[config.mk]
export PLATFORM = sky130hd
export DESIGN_NAME = binary_search_integer_divide_unit
export DESIGN_NICKNAME = d
export VERILOG_FILES = /design/src/rtl/bsid_pkg.sv /design/src/rtl/bsid_ctrl.sv /design/src/rtl/bsid_dp.sv /design/src/rtl/binary_search_integer_divide_unit.sv
export VERILOG_INCLUDE_DIRS = /design/src /design/src/rtl
export SDC_FILE = /design/constraint.sdc
export NUM_CORES = 1
export LEC_CHECK = 0
export CORE_MARGIN = 1
export CORE_UTILIZATION = 55
export DETAILED_ROUTE_END_ITERATION = 6
export DONT_BUFFER_PORTS = 1
export PLACE_DENSITY = 0.7
export SYNTH_ARGS = -nofsm -noshare
export SYNTH_HDL_FRONTEND = slang
export SYNTH_SLANG_ARGS = --single-unit
[constraint.sdc]
create_clock -name clk -period 4.9 [get_ports clk]
set_input_delay 0.49 -clock clk [delete_from_list [all_inputs] [get_ports clk]]
set_output_delay 0.49 -clock clk [all_outputs]
set_load 0.02 [all_outputs]
[src/rtl/assert_macros.svh]
// Assertion macros shared by the divider RTL.
// Depends on nothing; included by modules that check their own control logic.
`ifndef ASSERT_MACROS_SVH
`define ASSERT_MACROS_SVH

// Implication checked on every rising edge outside reset.
`define BSID_ASSERT(lbl, clk, rst_n, prop, msg) \
	lbl: assert property (@(posedge clk) disable iff (!rst_n) (prop)) else $error(msg);

// Condition that must never be true outside reset.
`define BSID_NEVER(lbl, clk, rst_n, cond, msg) \
	lbl: assert property (@(posedge clk) disable iff (!rst_n) !(cond)) else $error(msg);

`endif

[src/rtl/bsid_pkg.sv]
// Shared types and constants for the binary search integer divider.
// Used by the controller, the datapath and the top level; depends on nothing.
package bsid_pkg;

	localparam int WIDTH = 32;
	localparam int CNT_W = $clog2(WIDTH);
	localparam int S_DATA_W = 2 * WIDTH;
	localparam int M_DATA_W = ((WIDTH + 7) / 8) * 8;
	localparam int M_USER_W = 2;

	localparam logic [CNT_W-1:0] LAST_STEP = CNT_W'(WIDTH - 1);
	localparam logic [WIDTH-1:0] ALL_ONES = '1;
	localparam logic [WIDTH-1:0] MAX_POS = {1'b0, {(WIDTH-1){1'b1}}};

	typedef enum logic [1:0] {
		ST_IDLE,
		ST_RUN,
		ST_DONE
	} state_t;

	typedef struct packed {
		logic load;
		logic step;
		logic finish;
	} cmd_t;

	function automatic logic [WIDTH-1:0] magnitude(input logic [WIDTH-1:0] v);
		return v[WIDTH-1] ? (~v + WIDTH'(1)) : v;
	endfunction

endpackage

[src/rtl/bsid_ctrl.sv]
// Sequencer for the divider: accepts a request, runs one search step per bit,
// then hands the result to the output register. Depends on bsid_pkg.
`include "assert_macros.svh"

module bsid_ctrl (
	input  logic            clk,
	input  logic            arst_n,
	input  logic            s_tvalid,
	output logic            s_tready,
	output logic            m_tvalid,
	input  logic            m_tready,
	output bsid_pkg::cmd_t  cmd
);

	bsid_pkg::state_t state_q, state_d;
	logic [bsid_pkg::CNT_W-1:0] cnt_q, cnt_d;
	logic out_valid_q, out_valid_d;

	always_ff @(posedge clk or negedge arst_n) begin
		if (!arst_n) begin
			state_q     <= bsid_pkg::ST_IDLE;
			cnt_q       <= '0;
			out_valid_q <= 1'b0;
		end else begin
			state_q     <= state_d;
			cnt_q       <= cnt_d;
			out_valid_q <= out_valid_d;
		end
	end

	always_comb begin
		state_d     = state_q;
		cnt_d       = cnt_q;
		cmd         = '0;
		s_tready    = 1'b0;
		out_valid_d = out_valid_q && !m_tready;
		unique case (state_q)
			bsid_pkg::ST_IDLE: begin
				s_tready = 1'b1;
				if (s_tvalid) begin
					cmd.load = 1'b1;
					cnt_d    = '0;
					state_d  = bsid_pkg::ST_RUN;
				end
			end
			bsid_pkg::ST_RUN: begin
				cmd.step = 1'b1;
				cnt_d    = cnt_q + bsid_pkg::CNT_W'(1);
				if (cnt_q == bsid_pkg::LAST_STEP) begin
					state_d = bsid_pkg::ST_DONE;
				end
			end
			bsid_pkg::ST_DONE: begin
				if (!out_valid_q || m_tready) begin
					cmd.finish  = 1'b1;
					out_valid_d = 1'b1;
					state_d     = bsid_pkg::ST_IDLE;
				end
			end
			default: begin
				state_d = bsid_pkg::ST_IDLE;
			end
		endcase
	end

	assign m_tvalid = out_valid_q;

	`BSID_ASSERT(a_load_then_step, clk, arst_n, cmd.load |=> cmd.step, "load not followed by step")
	`BSID_ASSERT(a_finish_shows, clk, arst_n, cmd.finish |=> m_tvalid, "finished result not valid")
	`BSID_NEVER(a_no_overwrite, clk, arst_n, cmd.finish && m_tvalid && !m_tready,
		"finish overwrote a pending result")
	`BSID_NEVER(a_busy_no_accept, clk, arst_n, s_tready && (cmd.step || cmd.finish),
		"request accepted while busy")

endmodule

[src/rtl/bsid_dp.sv]
// Datapath for the divider: operand magnitudes, restoring shift-subtract search
// for the quotient bits, sign fix-up and result register. Depends on bsid_pkg.
module bsid_dp (
	input  logic                       clk,
	input  bsid_pkg::cmd_t             cmd,
	input  logic [bsid_pkg::WIDTH-1:0] dividend,
	input  logic [bsid_pkg::WIDTH-1:0] divisor,
	output logic [bsid_pkg::WIDTH-1:0] quotient,
	output logic                       divide_by_zero,
	output logic                       saturated
);

	logic [bsid_pkg::WIDTH-1:0] dvd_q;
	logic [bsid_pkg::WIDTH-1:0] dsr_q;
	logic [bsid_pkg::WIDTH-1:0] rem_q;
	logic                       neg_q;
	logic                       zero_q;
	logic [bsid_pkg::WIDTH-1:0] quotient_q;
	logic                       dbz_q;
	logic                       sat_q;

	logic [bsid_pkg::WIDTH:0]   rem_shift;
	logic [bsid_pkg::WIDTH:0]   rem_diff;
	logic                       fits;

	assign rem_shift = {rem_q, dvd_q[bsid_pkg::WIDTH-1]};
	assign rem_diff  = rem_shift - {1'b0, dsr_q};
	assign fits      = !rem_diff[bsid_pkg::WIDTH];

	always_ff @(posedge clk) begin
		if (cmd.load) begin
			dvd_q  <= bsid_pkg::magnitude(dividend);
			dsr_q  <= bsid_pkg::magnitude(divisor);
			rem_q  <= '0;
			neg_q  <= dividend[bsid_pkg::WIDTH-1] ^ divisor[bsid_pkg::WIDTH-1];
			zero_q <= (divisor == '0);
		end else if (cmd.step) begin
			rem_q <= fits ? rem_diff[bsid_pkg::WIDTH-1:0] : rem_shift[bsid_pkg::WIDTH-1:0];
			dvd_q <= {dvd_q[bsid_pkg::WIDTH-2:0], fits};
		end
	end

	always_ff @(posedge clk) begin
		if (cmd.finish) begin
			if (zero_q) begin
				quotient_q <= bsid_pkg::ALL_ONES;
				dbz_q      <= 1'b1;
				sat_q      <= 1'b0;
			end else if (!neg_q && dvd_q[bsid_pkg::WIDTH-1]) begin
				quotient_q <= bsid_pkg::MAX_POS;
				dbz_q      <= 1'b0;
				sat_q      <= 1'b1;
			end else begin
				quotient_q <= neg_q ? (~dvd_q + bsid_pkg::WIDTH'(1)) : dvd_q;
				dbz_q      <= 1'b0;
				sat_q      <= 1'b0;
			end
		end
	end

	assign quotient       = quotient_q;
	assign divide_by_zero = dbz_q;
	assign saturated      = sat_q;

endmodule

[src/rtl/binary_search_integer_divide_unit.sv]
// Signed integer divider, quotient truncated toward zero, with stream ports.
// Instantiates bsid_ctrl and bsid_dp; depends on bsid_pkg and assert_macros.svh.
// Each request occupies the unit until its result is loaded: the accepting
// cycle loads the operand magnitudes, ST_RUN runs the shift-subtract search
// (one quotient bit per cycle in the single compare-subtract unit), and ST_DONE
// applies the sign and loads the output register once no earlier result is
// pending or m_tready is high. A new request is taken in the cycle after the
// result is loaded, even while it still waits for m_tready. A zero divisor
// returns minus one with divide_by_zero set; the most negative value divided by
// minus one returns the largest positive value with saturated set.
`include "assert_macros.svh"

module binary_search_integer_divide_unit (
	input  logic                          clk,
	input  logic                          arst_n,
	input  logic                          s_tvalid,
	output logic                          s_tready,
	// [31:0] dividend, [63:32] divisor
	input  logic [bsid_pkg::S_DATA_W-1:0] s_tdata,
	output logic                          m_tvalid,
	input  logic                          m_tready,
	// [31:0] quotient
	output logic [bsid_pkg::M_DATA_W-1:0] m_tdata,
	// [0] divide_by_zero, [1] saturated
	output logic [bsid_pkg::M_USER_W-1:0] m_tuser
);

	bsid_pkg::cmd_t             cmd;
	logic [bsid_pkg::WIDTH-1:0] quotient;
	logic                       divide_by_zero;
	logic                       saturated;

	bsid_ctrl u_ctrl (
		.clk      (clk),
		.arst_n   (arst_n),
		.s_tvalid (s_tvalid),
		.s_tready (s_tready),
		.m_tvalid (m_tvalid),
		.m_tready (m_tready),
		.cmd      (cmd)
	);

	bsid_dp u_dp (
		.clk            (clk),
		.cmd            (cmd),
		.dividend       (s_tdata[bsid_pkg::WIDTH-1:0]),
		.divisor        (s_tdata[2*bsid_pkg::WIDTH-1:bsid_pkg::WIDTH]),
		.quotient       (quotient),
		.divide_by_zero (divide_by_zero),
		.saturated      (saturated)
	);

	assign m_tdata = bsid_pkg::M_DATA_W'(quotient);
	assign m_tuser = {saturated, divide_by_zero};

	`BSID_NEVER(a_flags_exclusive, clk, arst_n, m_tvalid && m_tuser[0] && m_tuser[1],
		"both error flags set")

endmodule
==> flow_summary.yaml <==
sta:
  max_slew.worst_pin.slew_ns: 1.16
  setup_viol: 0
  timing.clock.skew_ns: 0.00847
  report.final.slew_viol_count: 0
  final.setup.worst_slack_ns: 1.15
  totalNegativeSetupSlack_ns: 0
  timing_hold_violations_final: 0
  final_worst_path_cycle_share_pct: 76.5
  rsz0062_at_grt: "no"
  f_max_ghz: 0.267
  final_period_minus_worst_setup_slack_ns: 3.75
  timing.slew.headroom_pct: 22.4
  worst_hold_slack_ns: 0.159
pwr:
  finalPower_uw: 5960
  ir_worst_vdd_mv: 0.313
  powerDensity_nw_per_um2: 624
  power.static_leakage_uw: 0.00375
critical_path:
  critPathMaxFanout: 23
  worst-endpoint-arrival_ns: 4.09
  worstSetupEndpointType: "flip-flop"
  cp.required_ns: 5.25
  worstSetupStartpointType: "flip-flop"
  critPathKind: "reg -> reg"
  worst_r2r_path_depth: 13
die:
  floorplan.core_area_um2: 15400
  floorplan.rows: 45
  dieArea_um2: 16400
  die-height_um: 128
  initial_utilization_pct: 57.0
  design.portCount: 104
  die_width_um: 128
route:
  drtIter0Drc: 456
  viasPerCell: 5.74
  drt_pass1_iterations: 5
  drc: 0
  routed_wire_length_per_instance_um: 15.7
  via_count: 6558
  ant_nets: 0
  drt_wl_total_mm: 17.9
logic_synthesis:
  ys.flop_type: "sky130_fd_sc_hd__edfxtp_1"
  synth_enable_flop_cells: 100
  synthesis.area_per_instance_um2: 9.46
  async_reset_ff_share_pct: 5.71
  synth-warning-count: 0
  ys_seq_elements: 140
  synthesis.area_um2: 8770
  synthCells: 927
  synth.lib_cells_used.distinct: 54
  mappedNetlistNets: 1033
  synth.yosys.seq_area_share_pct: 43.8
min_path:
  hold_depth: 0
  min-delay-path-class: "in -> reg"
place:
  routabilityCongestion: 0.916
  buffer_ports.inserted: 0
  pre_cts_slack_ns: 1.18
  dp.cells: 1109
  detailedPlacementHpwl_mm: 13.1
layout:
  finish.cell_count_without_fillers: 1142
  sequential_cell_area_um2: 3840
  area.growth.synth_to_final_pct: 8.84
  total_inserted_antenna_cells: 0
  final_net_count: 1024
  final_layout_size_suffix_gt1_share_pct: 6.02
  fillers: 1278
  total_area_of_multi_input_combinational_cells_um2: 4580
grt:
  grt_pass1_vias: 6166
  grtUsageTotal_pct: 23.1
  wire_length_of_the_first_global_routing_pass_mm: 29.4
  grt.overflow.total: 0
  antenna_found_initial: 0
  grt_start_max_net_pins: 70
clock_tree:
  cts-htree-levels: 4
  clk_pin_slew_ns: 0.06
  cts-resized-gates: 0
  worst_skew_pair.late_latency_ns: 0.43
  clockBufferDepth: 2
  cts_tree: "built"
  cts-root-buf: "sky130_fd_sc_hd__clkbuf_16"
  cts_buffers: 17
  clock_sink_count: 140
flow_run:
  maxCapViolations: 0
status:
  run_status: "finished, final reports clean"
worst max-delay path: stages (launching register included):
cell                        delay, ns
sky130_fd_sc_hd__edfxtp_1        0.39
sky130_fd_sc_hd__inv_1           0.09
sky130_fd_sc_hd__ha_1            0.21
sky130_fd_sc_hd__fa_1            0.40
sky130_fd_sc_hd__nor2b_1         0.17
sky130_fd_sc_hd__o2111ai_1       0.15
sky130_fd_sc_hd__a31oi_1         0.34
sky130_fd_sc_hd__a21oi_1         0.24
sky130_fd_sc_hd__o221a_2         0.33
sky130_fd_sc_hd__o21a_1          0.22
sky130_fd_sc_hd__o211ai_1        0.22
sky130_fd_sc_hd__buf_4           0.38
sky130_fd_sc_hd__mux2_2          0.38
sky130_fd_sc_hd__o21ai_0         0.15
stage by stage:
| stage | area [um^2] | utilization (%) |
|---|---|---|
| finish | 9540 | 62.1 |
| global route | 9540 | 62.1 |
| CTS | 9540 | 62.1 |
| detailed placement | 8960 | 58.3 |
| global placement | 8960 | 58.3 |
| floorplan | 8770 | - |
layout make-up:
class | instances | area share, %
Timing Repair Buffer | 10 | 0.813
Tap cell | 211 | 2.77
Inverter | 53 | 2.09
Sequential cell | 140 | 40.3
Clock buffer | 18 | 4.50
Clock inverter | 14 | 1.51
Multi-Input combinational cell | 696 | 48.0
power by group:
| group | switching (uW) | internal [uW] | total, uW |
|---|---|---|---|
| sequential | 311 | 1740 | 2060 |
| combinational | 1470 | 1180 | 2650 |
| clock | 507 | 749 | 1260 |
| total | 2280 | 3670 | 5960 |
synthesized netlist by cell type (8+ instances only):
master | number | share of area [%]
sky130_fd_sc_hd__nand2_1 | 132 | 5.7
sky130_fd_sc_hd__o21ai_0 | 117 | 6.7
sky130_fd_sc_hd__edfxtp_1 | 100 | 34
sky130_fd_sc_hd__xor2_1 | 59 | 5.9
sky130_fd_sc_hd__inv_1 | 53 | 2.3
sky130_fd_sc_hd__xnor2_1 | 53 | 5.3
sky130_fd_sc_hd__ha_1 | 37 | 5.3
sky130_fd_sc_hd__a21oi_1 | 33 | 1.9
sky130_fd_sc_hd__dfxtp_1 | 32 | 7.3
sky130_fd_sc_hd__clkbuf_1 | 31 | 1.3
sky130_fd_sc_hd__o31ai_1 | 28 | 2.4
sky130_fd_sc_hd__mux2i_1 | 27 | 3.1
sky130_fd_sc_hd__nor2_1 | 26 | 1.1
sky130_fd_sc_hd__nand3_1 | 19 | 1.1
sky130_fd_sc_hd__or3_1 | 17 | 1.2
sky130_fd_sc_hd__or4_1 | 15 | 1.3
sky130_fd_sc_hd__a21o_1 | 12 | 1.0
sky130_fd_sc_hd__and3_1 | 11 | 0.79
sky130_fd_sc_hd__nand2b_1 | 11 | 0.79
sky130_fd_sc_hd__nor3_1 | 10 | 0.57
sky130_fd_sc_hd__o41ai_1 | 9 | 0.90
sky130_fd_sc_hd__a31oi_1 | 8 | 0.57
sky130_fd_sc_hd__dfrtp_1 | 8 | 2.3
sequential cells by signal, indices dropped and copies added (netlist names):
register             cells
u_ctrl.cnt_q             5
u_ctrl.m_tvalid          1
u_ctrl.state_q           2
u_dp.divide_by_zero      1
u_dp.dsr_q              32
u_dp.dvd_q              32
u_dp.neg_q               1
u_dp.quotient           32
u_dp.rem_q              32
u_dp.saturated           1
u_dp.zero_q              1
timing repair:
action,in CTS,in global routing
buffers inserted,0,0
hold buffers,1,0
endpoints found under the hold margin,8,0
per-layer routing:
layer  vias to the layer above  part of all wire [%]  wire [um]  global-route usage [%]
met5                         -                     0          0                       0
met4                         0                   1.7        311                    8.93
met3                        22                   5.3        944                    5.34
met2                       174                    48       8670                    38.8
met1                      3023                    45       7990                    28.7
li1                       3339                     -          -                       -
worst paths after layout:
path	slack, ns	end	start
worst min register to register	0.48	u_dp.rem_q[11]	u_dp.rem_q[11]
max in group asynchronous	4.18	u_ctrl.cnt_q[4]	arst_n
worst min-delay path	0.16	u_dp.dsr_q[0]	s_tdata[32]
worst max register to register	1.15	u_dp.rem_q[0]	u_dp.dvd_q[31]
min in group asynchronous	0.43	u_ctrl.cnt_q[0]	arst_n
worst max-delay path	1.15	u_dp.rem_q[0]	u_dp.dvd_q[31]
cells in the final DEF, fill, tap and decap left out, drive strengths merged, types with 18 or more instances in the layout:
master / netlist / final
clkbuf: 31 / 18
o21ai: 117 / 117
edfxtp: 100 / 100
a21oi: 33 / 33
ha: 37 / 37
o31ai: 28 / 28
nor2: 26 / 26
inv: 53 / 56
nand2: 132 / 132
dfxtp: 32 / 32
mux2i: 27 / 27
nand3: 19 / 19
xnor2: 53 / 53
xor2: 59 / 59
logic make-up (layout without fill, tap and decap cells):
| kind of cell | count (synthesis) | in the layout | share of synthesized area [%] |
|---|---|---|---|
| DFF | 140 | 140 | 43.8 |
| buffers and inverters | 91 | 95 | 4.03 |
| muxes | 30 | 30 | 3.47 |
| and+or+nand+nor | 271 | 271 | 14.9 |
| adders and majority gates | 38 | 38 | 5.51 |
| AOI/OAI and AO/OA | 245 | 245 | 17.1 |
| xor gates and xnor gates | 112 | 112 | 11.2 |
Power figures use the tool's default switching activity.
